## src/design/pfc_pkg.sv

```systemverilog
// ----------------------------------------------------------------------------
// pfc_pkg
// Shared types, constants and the byte-wide CRC-8 step for the position
// frame checker.
// ----------------------------------------------------------------------------
package pfc_pkg;

  // Frame layout: byte positions within a received buffer
  localparam logic [3:0] PosHeader  = 4'd0;
  localparam logic [3:0] PosLatLast = 4'd4;
  localparam logic [3:0] PosLonLast = 4'd8;
  localparam logic [3:0] PosSeqLast = 4'd10;
  localparam logic [3:0] PosBatt    = 4'd11;
  localparam logic [3:0] PosCrc     = 4'd12;
  localparam logic [3:0] FrameBytes = 4'd13;

  localparam logic [7:0] CrcPoly    = 8'h07;

  typedef enum logic [1:0] {
    STATUS_OK      = 2'd0,
    STATUS_SHORT   = 2'd1,
    STATUS_CRC_ERR = 2'd2
  } status_t;

  typedef struct packed {
    status_t            status;
    logic [1:0]         version;
    logic [5:0]         device_id;
    logic signed [31:0] latitude;
    logic signed [31:0] longitude;
    logic [15:0]        sequence_res;
    logic [7:0]         battery;
  } result_t;

  // One byte through CRC-8, MSB first, no reflection
  function automatic logic [7:0] crc8_step(input logic [7:0] crc, input logic [7:0] b);
    logic [7:0] c;
    c = crc ^ b;
    for (int k = 0; k < 8; k++) begin
      if (c[7]) begin
        c = {c[6:0], 1'b0} ^ CrcPoly;
      end else begin
        c = {c[6:0], 1'b0};
      end
    end
    return c;
  endfunction

endpackage

```

## src/design/pfc_frame_core.sv

```systemverilog
// ----------------------------------------------------------------------------
// pfc_frame_core
// Frame state: byte count, running CRC, field capture and result forming.
// ----------------------------------------------------------------------------
module pfc_frame_core (
  input  logic            clk,
  input  logic            rst,
  input  logic            item_valid,
  input  logic [7:0]      item_byte,
  input  logic            item_last,
  input  logic            out_free,
  output logic            drain,
  output logic            load_result,
  output pfc_pkg::result_t result
);
  import pfc_pkg::*;

  logic [3:0]  byte_count, byte_count_next;
  logic [7:0]  running_crc, running_crc_next;
  logic        crc_match, crc_match_next;
  logic [7:0]  header_reg, header_reg_next;
  logic [31:0] lat_reg, lat_reg_next;
  logic [31:0] lon_reg, lon_reg_next;
  logic [15:0] seq_reg, seq_reg_next;
  logic [7:0]  batt_reg, batt_reg_next;
  logic        frame_ok;

  // A last byte waits for room in the result register
  assign drain       = item_valid && (!item_last || out_free);
  assign load_result = drain && item_last;

  always_comb begin
    running_crc_next = running_crc;
    crc_match_next   = crc_match;
    header_reg_next  = header_reg;
    lat_reg_next     = lat_reg;
    lon_reg_next     = lon_reg;
    seq_reg_next     = seq_reg;
    batt_reg_next    = batt_reg;
    byte_count_next  = byte_count;

    if (byte_count < PosCrc) begin
      running_crc_next = crc8_step(running_crc, item_byte);
    end

    if (byte_count == PosHeader) begin
      header_reg_next = item_byte;
    end else if (byte_count <= PosLatLast) begin
      lat_reg_next = {item_byte, lat_reg[31:8]};
    end else if (byte_count <= PosLonLast) begin
      lon_reg_next = {item_byte, lon_reg[31:8]};
    end else if (byte_count <= PosSeqLast) begin
      seq_reg_next = {item_byte, seq_reg[15:8]};
    end else if (byte_count == PosBatt) begin
      batt_reg_next = item_byte;
    end else if (byte_count == PosCrc) begin
      crc_match_next = (item_byte == running_crc);
    end

    if (byte_count < FrameBytes) begin
      byte_count_next = byte_count + 4'd1;
    end
  end

  // Result built from the state as it stands after this byte
  always_comb begin
    frame_ok = 1'b0;
    if (byte_count_next < FrameBytes) begin
      result.status = STATUS_SHORT;
    end else if (!crc_match_next) begin
      result.status = STATUS_CRC_ERR;
    end else begin
      result.status = STATUS_OK;
      frame_ok      = 1'b1;
    end
    result.version      = frame_ok ? header_reg_next[7:6] : 2'd0;
    result.device_id    = frame_ok ? header_reg_next[5:0] : 6'd0;
    result.latitude     = frame_ok ? signed'(lat_reg_next) : 32'sd0;
    result.longitude    = frame_ok ? signed'(lon_reg_next) : 32'sd0;
    result.sequence_res = frame_ok ? seq_reg_next : 16'd0;
    result.battery      = frame_ok ? batt_reg_next : 8'd0;
  end

  always_ff @(posedge clk) begin
    if (rst || load_result) begin
      byte_count  <= '0;
      running_crc <= '0;
      crc_match   <= 1'b0;
      header_reg  <= '0;
      lat_reg     <= '0;
      lon_reg     <= '0;
      seq_reg     <= '0;
      batt_reg    <= '0;
    end else if (drain) begin
      byte_count  <= byte_count_next;
      running_crc <= running_crc_next;
      crc_match   <= crc_match_next;
      header_reg  <= header_reg_next;
      lat_reg     <= lat_reg_next;
      lon_reg     <= lon_reg_next;
      seq_reg     <= seq_reg_next;
      batt_reg    <= batt_reg_next;
    end
  end

endmodule

```

## config.mk

```make
export PLATFORM = sky130hd
export DESIGN_NAME = pfc_frame_core
export DESIGN_NICKNAME = d
export VERILOG_FILES = /design/src/design/pfc_pkg.sv /design/src/design/pfc_frame_core.sv
export SDC_FILE = /design/constraint.sdc
export NUM_CORES = 1
export LEC_CHECK = 0
export ABC_CLOCK_PERIOD_IN_PS = 4900
export CORE_ASPECT_RATIO = 1.75
export CORE_UTILIZATION = 50
export DETAILED_ROUTE_END_ITERATION = 6
export DONT_BUFFER_PORTS = 1
export GPL_TIMING_DRIVEN = 0
export PLACE_DENSITY_LB_ADDON = 0.3
export SETUP_SLACK_MARGIN = 0.5
export SLEW_MARGIN = 40
export SYNTH_ARGS = -nofsm -noshare
export SYNTH_HDL_FRONTEND = slang
export SYNTH_SLANG_ARGS = --single-unit
```

## constraint.sdc

```tcl
create_clock -name clk -period 4.9 [get_ports clk]
set_input_delay 1.225 -clock clk [delete_from_list [all_inputs] [get_ports clk]]
set_output_delay 1.225 -clock clk [all_outputs]
set_load 0.02 [all_outputs]
```

==> results.json <==
{
  "status": "finished, final reports clean",
  "skew_ns": 0.00734,
  "max_cap_violations": 0,
  "globalplace.congestion": 0.887,
  "worst_pin_slew_ns": 0.946,
  "drive_gt1_share_pct": 18.1,
  "fmax_ghz": 0.225,
  "cp_data_arrival_time_ns": 3.21,
  "critPathMaxFanout": 10,
  "syn-num-nets": 761,
  "route.detailed.drc": 0,
  "ys_types": 37,
  "ir_drop_uv": 205,
  "die_w_um": 85.8,
  "holdWs_ns": 0.457,
  "min-delay-path-class": "register to register",
  "dieArea_sq_um": 12800,
  "hpwlAfterDp_um": 12800,
  "slew_headroom_pct": 36.9,
  "synth_ff_type": "dfxtp_1",
  "antenna_found_initial": 0,
  "clock_sinks": 109,
  "portBuffers": 0,
  "design.core.area_sq_um": 12000,
  "grt_pass1_wl_um": 27100,
  "fin_tns_setup_ns": 0,
  "min_period_ns": 4.44,
  "worstHoldStart": "lon_reg[4]",
  "vias": 5490,
  "diodes": 0,
  "initial_core_util_pct": 51.2,
  "routedWlPerCell_um": 19.1,
  "post_cts_buffers": 0,
  "yosys-top-cells-area": "dfxtp_1 36%, mux2i_1 21%, nand2_1 6.9%, nor3_1 6.4%, a21oi_1 6.0%",
  "grt_overflow": 0,
  "slew_viol_final": 0,
  "synthToLayoutAreaGrowth_pct": 17.6,
  "placementRows": 53,
  "seqCellArea_sq_um": 2180,
  "synth_async_sr_flop_share_pct": 0,
  "postCtsHoldBufs": 0,
  "io_pins": 113,
  "finalWirelength_um": 17600,
  "cts.htree.levels": 3,
  "regToRegStartpoint": "byte_count[0]",
  "yosysTopAreaCell": "dfxtp_1",
  "path_cells": "xnor2_2, ha_1, nand3_1, o31a_1, clkbuf_2, clkbuf_1, nor3_1",
  "cpPeakStageDelay_ns": 0.65,
  "critPathSlowestCell": "nor3_1",
  "postPlaceCellArea_sq_um": 6350,
  "dr.pass1.iters": 5,
  "synth.yosys.seq_area_share_pct": 35.5,
  "synth.top_cell.area_share_pct": 35.5,
  "fillers": 1034,
  "die_h_um": 149,
  "p_leak_uw": 0.00275,
  "nNetsFinal": 772,
  "ys_ff_latch": 109,
  "synth_warnings": 0,
  "setup.worst_path.start_class": "input port",
  "avgViaCountPerCell": 5.95,
  "postRouteAntennaNets": 0,
  "synth_cells": 742,
  "clk_pin_slew_ns": 0.07,
  "startpoint": "item_byte[7]",
  "final_area_sq_um": 7220,
  "clock_latency_ns": 0.36,
  "grt_max_degree": 21,
  "cts_buffers": 9,
  "clk_path_buf_depth": 2,
  "synth-edff-count": 0,
  "cts_tree": "built",
  "grt_util_all_layers_pct": 27.4,
  "crit_type": "input port to primary output",
  "setup_viol": 0,
  "grt_pass1_vias": 5432,
  "syn_area_per_cell_sq_um": 8.28,
  "hold_violations": 0,
  "crit_required_ns": 3.67,
  "p_per_area_nw_per_um2": 278,
  "syn-cell-area_sq_um": 6140,
  "multi_input_area_sq_um": 4180,
  "grt_setup_unrepaired": "true",
  "cp-end-kind": "primary output",
  "cts-root-buf": "clkbuf_16",
  "finalPower_uw": 2010,
  "period_share_pct": 90.5,
  "drt_iter0_markers": 328
}
==> where the power goes <==
group | switching, uW | leakage [uW] | internal [uW]
registers | 24.0 | 0.000880 | 907
logic | 194 | 0.00172 | 152
clock network | 372 | 0.000147 | 360
total | 591 | 0.00275 | 1420
==> timing repair <==
item / CTS / global route
resized for setup: 42 / 70
pin swaps: 4 / 2
setup endpoints to repair: 96 / 89
==> logic make-up after synthesis <==
family	synth area share (%)
multiplexers	21.3
adder cells (fa/ha/maj)	1.22
flip-flops	35.5
AND/OR/NAND/NOR	24.9
buffers and inverters	5.62
XOR/XNOR	4.28
AO/OA/AOI/OAI	7.15
==> cell type report <==
cell class / instances / share of cell area, %
Multi-Input combinational cell: 553 / 57.9
Sequential cell: 109 / 30.2
Buffer: 77 / 4.78
Clock buffer: 9 / 3.12
Tap cell: 165 / 2.86
Clock inverter: 7 / 0.970
Inverter: 3 / 0.156
==> path summary, 6_finish.rpt <==
path	slack, ns	end	depth (start not counted)
setup reg to reg	2.35	lon_reg[23]	9
hold / removal	0.46	lon_reg[4]	2
hold reg to reg	0.46	lon_reg[4]	2
setup / recovery	0.46	result[58]	7
==> worst max-delay path, delay by kind of cell <==
kind	cells	cell delay (ns)
XOR/XNOR	1	0.22
buffers and inverters	2	0.54
AND/OR/NAND/NOR	2	0.72
AO/OA/AOI/OAI	1	0.29
adder cells (fa/ha/maj)	1	0.20
==> through the flow <==
stage                     std cells  utilization [%]  worst slack [ns]
after floorplan                 742                -             0.593
after global placement          907             52.9           0.00570
after detailed placement        907             52.9           0.00246
after CTS                       923             57.2             0.457
after global routing            923             60.2             0.372
final                           923             60.2             0.464
==> cells in the mapped netlist, types with 2 or more instances <==
master and count:
or2_2 2, dfxtp_1 109, and3_1 4, nor2b_1 2, buf_6 3, inv_1 3
mux2i_1 131, nor3_2 20, nor2_1 37, and2_1 3, xnor2_1 14, buf_1 5
a21oi_1 74, nor3_1 78, nand4_1 4, xnor3_1 2, nor3b_1 2, or3_1 4
nand3_1 36, buf_2 18, and4_1 2, o21ai_0 3, xor3_1 4, ha_1 6
clkbuf_1 51, nand2_1 113, o211ai_1 2
==> cells in the final DEF (no fill, tap or decap), drive strengths merged, types with 2 or more instances in the layout <==
master	instances
mux2i	131
nand2	113
dfxtp	109
nor3	98
a21oi	74
clkbuf	59
nor2	37
nand3	36
buf	27
xnor2	14
ha	6
inv	6
nand4	4
and3	4
or3	4
xor3	4
clkinv	4
and2	3
o21ai	3
nor3b	3
nor2b	2
or2	2
and4	2
o211ai	2
xnor3	2
==> routing by layer <==
| metal | track usage, % | share of wire (%) |
|---|---|---|
| met1 | 28.0 | 36 |
| met2 | 51.2 | 55 |
| met3 | 5.33 | 5.6 |
| met4 | 15.2 | 3.8 |
| met5 | 0 | 0 |
Note: power is estimated with default switching activity, not from simulation.
